[config.mk]
export PLATFORM = sky130hd
export DESIGN_NAME = tlb_page_table_translation_unit
export DESIGN_NICKNAME = d
export VERILOG_FILES = /design/src/sv/tlbptu_pkg.sv /design/src/sv/tlbptu_ram.sv /design/src/sv/tlbptu_cell.sv /design/src/sv/tlb_page_table_translation_unit.sv
export SDC_FILE = /design/constraint.sdc
export NUM_CORES = 2
export LEC_CHECK = 0
export BUFFER_PORTS_ARGS = -buffer_cell sky130_fd_sc_hd__buf_2
export CORE_MARGIN = 3
export CORE_UTILIZATION = 62
export CTS_CLUSTER_SIZE = 10
export DETAILED_ROUTE_END_ITERATION = 8
export GPL_TIMING_DRIVEN = 0
export MAX_ROUTING_LAYER = met4
export PLACE_DENSITY = 0.78
export REMOVE_ABC_BUFFERS = 1
export SLEW_MARGIN = 20
export SYNTH_ARGS = -nofsm -noshare
export SYNTH_HDL_FRONTEND = slang
export SYNTH_SLANG_ARGS = --single-unit
[constraint.sdc]
create_clock -name i_clk -period 6.32 [get_ports i_clk]
set_input_delay 0.948 -clock i_clk [delete_from_list [all_inputs] [get_ports i_clk]]
set_output_delay 0.948 -clock i_clk [all_outputs]
set_load 0.005 [all_outputs]
[src/sv/tlbptu_pkg.sv]
// ----------------------------------------------------------------------------
// tlbptu_pkg
// Shared sizes and types of the TLB and page table translation unit.
// ----------------------------------------------------------------------------
package tlbptu_pkg;

    localparam int ADDR_BITS   = 16;
    localparam int PAGE_BITS   = 8;
    localparam int OFFSET_BITS = 8;
    localparam int TLB_ENTRIES = 16;
    localparam int FRAME_COUNT = 256;
    localparam int FRAME_BITS  = $clog2(FRAME_COUNT);
    localparam int PAGE_COUNT  = 1 << PAGE_BITS;
    localparam int USER_BITS   = 2;

    // tuser bit positions on the result side
    localparam int USER_HIT   = 0;
    localparam int USER_FAULT = 1;

    typedef logic [PAGE_BITS-1:0]   t_page;
    typedef logic [FRAME_BITS-1:0]  t_frame;
    typedef logic [OFFSET_BITS-1:0] t_offset;

    typedef struct packed {
        logic   valid;
        t_page  page;
        t_frame frame;
    } t_tlb_entry;

endpackage

[src/sv/tlbptu_ram.sv]
// ----------------------------------------------------------------------------
// tlbptu_ram
// Generic single-write, single-read RAM with registered, enabled read.
// ----------------------------------------------------------------------------
module tlbptu_ram #(
    parameter int WIDTH = 8,
    parameter int DEPTH = 256
) (
    input  logic                     i_clk,
    input  logic                     i_wr_en,
    input  logic [$clog2(DEPTH)-1:0] i_wr_addr,
    input  logic [WIDTH-1:0]         i_wr_data,
    input  logic                     i_rd_en,
    input  logic [$clog2(DEPTH)-1:0] i_rd_addr,
    output logic [WIDTH-1:0]         o_rd_data
);

    logic [WIDTH-1:0] r_mem [DEPTH];
    logic [WIDTH-1:0] r_rd_data;

    always_ff @(posedge i_clk) begin
        if (i_wr_en) begin
            r_mem[i_wr_addr] <= i_wr_data;
        end
        if (i_rd_en) begin
            r_rd_data <= r_mem[i_rd_addr];
        end
    end

    assign o_rd_data = r_rd_data;

endmodule

[src/sv/tlbptu_cell.sv]
// ----------------------------------------------------------------------------
// tlbptu_cell
// One TLB entry: holds page, frame and valid, compares against the lookup
// page, and passes its entry to the next cell when the row shifts.
// ----------------------------------------------------------------------------
module tlbptu_cell import tlbptu_pkg::*; (
    input  logic       i_clk,
    input  logic       i_rst_n,
    input  logic       i_shift,
    input  t_tlb_entry i_entry,
    input  t_page      i_page,
    output t_tlb_entry o_entry,
    output logic       o_match
);

    t_tlb_entry r_entry;

    always_ff @(posedge i_clk) begin
        if (!i_rst_n) begin
            r_entry <= '0;
        end else if (i_shift) begin
            r_entry <= i_entry;
        end
    end

    assign o_entry = r_entry;
    assign o_match = r_entry.valid && (r_entry.page == i_page);

endmodule

[src/sv/tlb_page_table_translation_unit.sv]
// ----------------------------------------------------------------------------
// tlb_page_table_translation_unit
// Logical to physical address translation through a fully associative TLB
// backed by a demand-paged page table.
// ----------------------------------------------------------------------------
// One logical address per request; one result per request. The request is
// registered when taken and the result when the lookup finishes; a new
// request is taken in that same cycle, so the unit sustains one address
// per cycle while the result side is ready. The page table frame store is
// read at acceptance and its data used in the lookup cycle; the TLB is a row
// of cells that shifts on every miss, so the oldest entry drops off the end.
// Faults get frames in order from zero, saturating at the last frame.
// ----------------------------------------------------------------------------
module tlb_page_table_translation_unit import tlbptu_pkg::*; (
    input  logic                 i_clk,
    input  logic                 i_rst_n,
    input  logic                 s_axis_tvalid,
    output logic                 s_axis_tready,
    input  logic [ADDR_BITS-1:0] s_axis_tdata,  // [15:0] logical_address
    output logic                 m_axis_tvalid,
    input  logic                 m_axis_tready,
    output logic [ADDR_BITS-1:0] m_axis_tdata,  // [15:0] physical_address
    output logic [USER_BITS-1:0] m_axis_tuser   // [0] tlb_hit, [1] page_fault
);

    logic                 r_busy;
    t_page                r_page;
    t_offset              r_offset;
    t_frame               r_next_frame;
    logic [PAGE_COUNT-1:0] r_map_valid;
    logic                 r_out_valid;
    logic [ADDR_BITS-1:0] r_out_addr;
    logic                 r_out_hit;
    logic                 r_out_fault;

    logic       w_accept;
    logic       w_finish;
    t_page      w_in_page;
    t_frame     w_map_frame;
    logic       w_hit;
    logic       w_fault;
    t_frame     w_hit_frame;
    t_frame     w_frame;
    t_tlb_entry w_new_entry;
    logic [FRAME_BITS+OFFSET_BITS-1:0] w_pa_full;

    t_tlb_entry               w_cell_entry [TLB_ENTRIES];
    logic [TLB_ENTRIES-1:0]   w_match;

    assign w_in_page     = t_page'(s_axis_tdata >> OFFSET_BITS);
    assign w_finish      = r_busy && (!r_out_valid || m_axis_tready);
    assign s_axis_tready = !r_busy || w_finish;
    assign w_accept      = s_axis_tvalid && s_axis_tready;

    tlbptu_ram #(
        .WIDTH (FRAME_BITS),
        .DEPTH (PAGE_COUNT)
    ) u_map_ram (
        .i_clk     (i_clk),
        .i_wr_en   (w_finish && w_fault),
        .i_wr_addr (r_page),
        .i_wr_data (r_next_frame),
        .i_rd_en   (w_accept),
        .i_rd_addr (w_in_page),
        .o_rd_data (w_map_frame)
    );

    assign w_new_entry = '{valid: 1'b1, page: r_page, frame: w_frame};

    for (genvar g = 0; g < TLB_ENTRIES; g++) begin : g_cell
        tlbptu_cell u_cell (
            .i_clk   (i_clk),
            .i_rst_n (i_rst_n),
            .i_shift (w_finish && !w_hit),
            .i_entry ((g == 0) ? w_new_entry : w_cell_entry[(g == 0) ? 0 : g-1]),
            .i_page  (r_page),
            .o_entry (w_cell_entry[g]),
            .o_match (w_match[g])
        );
    end

    always_comb begin
        w_hit_frame = '0;
        for (int k = 0; k < TLB_ENTRIES; k++) begin
            w_hit_frame = w_hit_frame | (w_match[k] ? w_cell_entry[k].frame : '0);
        end
    end

    assign w_hit     = |w_match;
    assign w_fault   = !w_hit && !r_map_valid[r_page];
    assign w_frame   = w_hit ? w_hit_frame : (w_fault ? r_next_frame : w_map_frame);
    assign w_pa_full = {w_frame, r_offset};

    always_ff @(posedge i_clk) begin
        if (!i_rst_n) begin
            r_busy       <= 1'b0;
            r_next_frame <= '0;
            r_map_valid  <= '0;
            r_out_valid  <= 1'b0;
        end else begin
            if (w_accept) begin
                r_busy <= 1'b1;
            end else if (w_finish) begin
                r_busy <= 1'b0;
            end
            if (w_finish && w_fault) begin
                r_map_valid[r_page] <= 1'b1;
                if (r_next_frame < FRAME_BITS'(FRAME_COUNT - 1)) begin
                    r_next_frame <= r_next_frame + 1'b1;
                end
            end
            if (w_finish) begin
                r_out_valid <= 1'b1;
            end else if (m_axis_tready) begin
                r_out_valid <= 1'b0;
            end
        end
    end

    always_ff @(posedge i_clk) begin
        if (w_accept) begin
            r_page   <= w_in_page;
            r_offset <= s_axis_tdata[OFFSET_BITS-1:0];
        end
        if (w_finish) begin
            r_out_addr  <= ADDR_BITS'(w_pa_full);
            r_out_hit   <= w_hit;
            r_out_fault <= w_fault;
        end
    end

    assign m_axis_tvalid = r_out_valid;
    assign m_axis_tdata  = r_out_addr;
    always_comb begin
        m_axis_tuser             = '0;
        m_axis_tuser[USER_HIT]   = r_out_hit;
        m_axis_tuser[USER_FAULT] = r_out_fault;
    end

    a_match_unique: assert property (@(posedge i_clk) disable iff (!i_rst_n)
        r_busy |-> $onehot0(w_match))
        else $error("several TLB cells match one page");

    a_hit_no_fault: assert property (@(posedge i_clk) disable iff (!i_rst_n)
        m_axis_tvalid |-> !(m_axis_tuser[USER_HIT] && m_axis_tuser[USER_FAULT]))
        else $error("result flags both hit and fault");

    a_fault_maps: assert property (@(posedge i_clk) disable iff (!i_rst_n)
        (w_finish && w_fault) |=> r_map_valid[$past(r_page)])
        else $error("faulted page not marked mapped");

    a_miss_fills_head: assert property (@(posedge i_clk) disable iff (!i_rst_n)
        (w_finish && !w_hit) |=> (w_cell_entry[0].valid && w_cell_entry[0].page == $past(r_page)))
        else $error("missed page not placed at TLB head");

endmodule
**Yosys cells after proc, flatten, opt, wreduce, memory -nomap -nowiden**

Memory sizes are Yosys's and may differ from the RTL's. A register that Yosys moved wholly into a read port is not among the register bits.
Cells that the tools add are included.

- Memories: 1
- Bits in read-only memories: 0
- Word-level logic and storage cells: 154
- Memory bits (writable): 2048
- Latch bits: 0
- Register bits: 572
- Bits of input ports: 20

Memories:

| memory | words | width | rd ports | clocked after memory_dff | write ports | line | source |
|---|---|---|---|---|---|---|---|
| u_map_ram.r_mem | 256 | 8 | 1 | 1 | 1 | tlbptu_ram.sv:18 | `logic [WIDTH-1:0] r_mem [DEPTH];` |

- Multipliers: 0
- Mux-type cells: 28
- Reductions and logical operators: 32
- Bitwise logic cells: 16
- Divide/modulo/power cells: 0
- $add $sub $neg: 1
- Eq/ne operators: 16
- Shifts and indexed selects: 0
- $lt $le $gt $ge: 3

Operators by type and width:

| kind | count |
|---|---|
| OR 256 bit | 1 |
| 2-to-1 mux 8 bit | 18 |
| == test 8 bit | 16 |
| OR 8 bit | 15 |
| logical AND 1 bit | 22 |
| OR reduction 16 bit | 1 |
| < comparator 8 x 9 -> 1 bit (second input constant) | 1 |
| adder 8 x 1 -> 8 bit (second input constant) | 1 |
| binary-select mux 1 bit (select 8 bit) | 1 |
| demux 1 bit (select 8 bit) | 1 |
| greater-or-equal comparator 8 x 1 -> 1 bit (second input constant) | 1 |
| < comparator 8 bit (second input constant) | 1 |
| 2-to-1 mux 1 bit | 8 |
| logical NOT 1 bit | 4 |
| nonzero test 2 bit | 2 |
| logical OR 1 bit | 2 |
| AND reduction 2 bit | 1 |

**Logic depth before layout (Yosys ltp)**

- Depth after elaboration: 19
- Gate-level depth with buffers: 15

**By module**

Synthesis repeated with hierarchy kept, for this count alone.

- Cells, all modules: 6120
- Area, all modules: 104402.6 um2

By module, submodules not included:

| module | cells an instance | area an instance (um2) | instances | seq. area each (um2) |
|---|---|---|---|---|
| tlbptu_ram | 3733 | 79636.4 | 1 | 61739.2 |
| tlb_page_table_translation_unit | 1331 | 12894.9 | 1 | 6346.1 |
| tlbptu_cell | 66 | 742.0 | 16 | 340.3 |

**Worst setup path after synthesis**

OpenSTA, ideal clock, no wires.

- Path type: register -> register
- Start point: register r_next_frame[2]
- End point: register r_next_frame[7]
- Data required time: 6.202 ns
- Arrival: 5.128 ns
- Buffers on the path: 0
- Cell stages (with the launch flop): 6
- Slack: 1.074 ns
- Library setup time: 0.118 ns
- Period minus slack after synthesis: 5.246 ns
- Cells stage by stage: dfxtp_1 > and3_1 > and3_1 > nand3_1 > or4_1 > o211a_1

- Longest elaborated chain between the ends: 2
- Elaborated cells on any way between the ends: 3
- Classes of those cells: 1 x add/sub; 1 x order compare; 1 x reduce/logical

RTL lines:

| item | line | source |
|---|---|---|
| start: declaration | tlb_page_table_translation_unit.sv:29 | `t_frame r_next_frame;` |
| start signal: assignment | tlb_page_table_translation_unit.sv:109 | `r_next_frame <= r_next_frame + 1'b1;` |
| < comparator 8 bit | tlb_page_table_translation_unit.sv:108 | `if (r_next_frame < FRAME_BITS'(FRAME_COUNT - 1)) begin` |
| AND reduction 2 bit (no line) | n/a |  |

Parallel ways exist; a longest one is shown, timed or not.
A chain may end at the register's enable or synchronous reset.

**Final worst setup path**

- Start point: register r_page[1]
- End point: memory u_map_ram.r_mem[244][7], enable pin

- Longest elaborated chain between the ends: 8
- Elaborated cells on any way between the ends: 41
- Classes of those cells: 16 x eq/ne; 4 x mux; 21 x reduce/logical

RTL lines:

| item | line | source |
|---|---|---|
| start: declaration | tlb_page_table_translation_unit.sv:27 | `t_page r_page;` |
| start signal: assignment | tlb_page_table_translation_unit.sv:122 | `r_page <= w_in_page;` |
| parallel branches: the longest is 8 deep, another holds binary-select mux 1 bit (select 8 bit) | n/a |  |
| end: declaration | tlbptu_ram.sv:18 |  |

Parallel ways; which one is timed is not known. The select of a mux whose other input is x is not followed.

==> results.cfg <==
[setup_path]
critical_path_peak_fanout = 31
critical_path_arrival_ns = 6.98
cp_slowest_stage_delay_ns = 0.76
cp-start-kind = register
worst-endpoint-required_ns = 6.82
critPathSlowestCell = or3_1
timing_worst_setup_path_type = reg2reg
critical_path.endpoint_type = register
critical_path.top_delay_family = simple AND/OR/NAND/NOR gates
crit_path_frequent_cell = buf_8
critical_path_buf_inv_count = 5
timing.critical_path.cells = buf_8, buf_8, buf_8, mux4_2, a22oi_1, nand2_1, mux4_2, a221o_4, buf_16, buf_16, or3_1, nor2_1

[grt]
grt_usage = 0.316
grt_remaining_overflow = 0
antenna_found_initial = 15
grt_first_pass_wirelength_um = 388000
first_global_vias = 57200
grt_max_degree = 129

[power_and_ir_drop]
net_load_switching_power_mw = 7.73
power.internal_mw = 28.3
fraction_of_power_spent_switching_nets = 0.214
p_clk_frac = 0.444
max-vdd-ir-drop_mv = 0.316
pwr_cell_area_mw_per_mm2 = 304
pwr-share-seq = 0.515
design_power_total_mw = 36.1
combinational_share_of_power = 0.042
p_leak_nw = 36.7

[clock_tree]
clk_pin_slew_ns = 0.06
htree_num_levels = 5
holdBufCountCts = 0
clock_buffer_count_from_cts = 314
tritoncts = yes
cts-root-to-sink-buffers = 4
cts_post_setup_buffers_inserted = 0
clock_sinks = 2628
clock_insertion_delay_at_the_later_pin_of_the_skew_report_ns = 0.93
ctsRootBufferMaster = clkbuf_16

[yosys]
yosysUniqueCellTypes = 52
synthesis.area_mm2 = 0.104
synth_enable_flop_cells = 2090
synth_largest_area_cell = edfxtp_1
postSynthAreaPerCell_um2 = 18.3
proportion_of_netlist_area_held_by_the_largest_area_contributor = 0.605
synth_seq_cells = 2628
synthesis.instances = 5684
ys_seq_area_frac = 0.708
synth-main-ff-cell = edfxtp_1
synth_async_sr_flop_share = 0
netlist_top_cells_area = edfxtp_1 60%, mux4_2 16%, dfxtp_1 10%
ys_warn_count = 0

[routing]
postRouteAntennaNets = 0
detail_route.wl_per_cell_um = 32.7
detail_route.vias_per_cell = 6.94
drt_wl_total_um = 268000
detailedRoute.firstIterationViolations = 8284
drc = 0
detailed_routing_iterations_pass_1 = 6
vias = 56900

[flow_run]
max_cap_violations = 0

[timing]
report.final.hold_viol_count = 0
timing_worst_slew_pin_value_ns = 1.19
min_period_over_period = 1.02
grt_setup_unrepaired = yes
sum_neg_setup_slack_ns = -2.25
timing_max_transition_violations_final = 0
number_of_setup_violations_in_the_final_report = 22
skew_ns = 0.0670
max-slew-margin-rel = 0.208
peak_clock_frequency_supported_by_timing_mhz = 154
timing.final.crit_period_ns = 6.48
finalWorstSetupSlack_ns = -0.155

[layout]
most-common-layout-cells = 2090 x edfxtp_1, 742 x mux4_2, 614 x nand2_1
final_layout_size_suffix_gt1_frac = 0.264
layout_commonest_cell = edfxtp_1
final_nets = 5799
synthToLayoutAreaGrowth_pct = 14.4
n_fill_cell = 9120

[floorplan]
boundaryPins = 40
dieWidth_um = 415
floorplan.die_area_mm2 = 0.172
floorplan.core_area_mm2 = 0.166
initial_util = 0.626
fp-row-count = 149
die_h_um = 415

[hold_path]
holdCritPathClass = in2reg

[run_status]
failed_checks = negative setup slack
outcome = complete, but fails checks

[placed_design]
buffer_ports.inserted = 39
place_hpwl_um = 155000
routability_congestion = 0.810
-- cell usage after synthesis, types with 5 or more instances --
| library cell | n |
|---|---|
| or3_1 | 19 |
| buf_1 | 95 |
| nor2b_1 | 15 |
| mux4_2 | 742 |
| buf_2 | 78 |
| o21ai_0 | 39 |
| a22o_1 | 5 |
| nand2b_1 | 7 |
| o21ai_1 | 24 |
| mux2_2 | 6 |
| a21oi_1 | 279 |
| nor3_1 | 22 |
| buf_6 | 15 |
| nand2_1 | 635 |
| nor2_1 | 70 |
| a221oi_1 | 6 |
| a22oi_1 | 68 |
| buf_4 | 22 |
| dfxtp_1 | 538 |
| mux2i_1 | 19 |
| nor4_1 | 10 |
| nand4_1 | 36 |
| edfxtp_1 | 2090 |
| o21a_1 | 209 |
| nor4_2 | 204 |
| o31ai_1 | 5 |
| xnor2_1 | 128 |
| nand3_1 | 54 |
| clkbuf_1 | 210 |
-- timing repair --
action                     CTS  global route
setup endpoints to repair  133           252
cloned                       0             0
gates resized for setup     13            28
hold endpoints to repair     0             0
-- through the flow --
| step | instances | setup WS, ns | hold slack, ns | utilization | area (um^2) |
|---|---|---|---|---|---|
| 4_1_cts | 8179 | -0.162 | 0.163 | 0.711 | 118000 |
| 3_3_place_gp | 7492 | -23.30 | 0.404 | 0.633 | 105000 |
| 2_1_floorplan | 5264 | -11.66 | 0.400 | - | 102000 |
| 5_1_grt | 8193 | -0.149 | 0.181 | 0.717 | 119000 |
| 3_5_place_dp | 7649 | -0.268 | 0.427 | 0.658 | 109000 |
| 6_report | 8195 | -0.155 | 0.207 | 0.717 | 119000 |
-- flip-flops by register name, indices dropped and copies added, names as in the netlist --
name and flops:
m_axis_tvalid 1, r_next_frame 8, g_cell.u_cell.o_entry 272, r_offset 8, u_map_ram.o_rd_data 8, r_out_fault 1
r_busy 1, r_out_hit 1, m_axis_tdata 16, r_map_valid 256, r_page 8, u_map_ram.r_mem 2048
-- layout make-up --
type | instances | area (um^2) | area share
multi-input combinational | 2632 | 30500 | 0.257
clock inverter | 10 | 93.8 | 0.000790
tap | 2189 | 2740 | 0.0231
inverter | 4 | 22.5 | 0.000190
clock buffer | 520 | 8690 | 0.0732
sequential | 2628 | 73600 | 0.619
antenna | 14 | 35.0 | 0.000295
timing repair buffer | 198 | 3160 | 0.0266
-- power groups by stage --
stage          Sequential [mW]  Clock [mW]  Combinational, mW
2_1_floorplan             19.0           0              0.551
3_3_place_gp              19.1           0               1.27
3_5_place_dp              18.9           0               1.42
4_1_cts                   18.6        16.1               1.44
5_1_grt                   18.6        16.7               1.56
6_report                  18.6        16.0               1.50
-- final timing paths --
kind	slack, ns	start	end	cells after the start
max	-0.16	r_page[1]	u_map_ram.r_mem[244][7]	12
min	0.21	s_axis_tdata[3]	r_offset[3]	1
max reg2reg	-0.16	r_page[1]	u_map_ram.r_mem[244][7]	12
min reg2reg	0.43	r_offset[0]	m_axis_tdata[0]	0
-- kinds of logic (layout without fill, tap and decap cells) --
group                      count (synthesis)  after routing  share of synthesized area
muxes                                    767            767                      0.163
DFF                                     2628           2628                      0.708
other                                      0             14                          0
buffers and inverters                    424            732                     0.0182
xor gates and xnor gates                 128            128                     0.0108
AOI/OAI and AO/OA                        649            649                     0.0390
and+or+nand+nor                         1087           1087                     0.0601
adders and majority gates                  1              1                   0.000121
-- per-layer routing --
layer,GRT usage,share of wire
met1,0.401,0.35
met2,0.484,0.49
met3,0.0789,0.11
met4,0.154,0.060
met5,-,0
No activity file was read; power rests on OpenSTA's default activity.
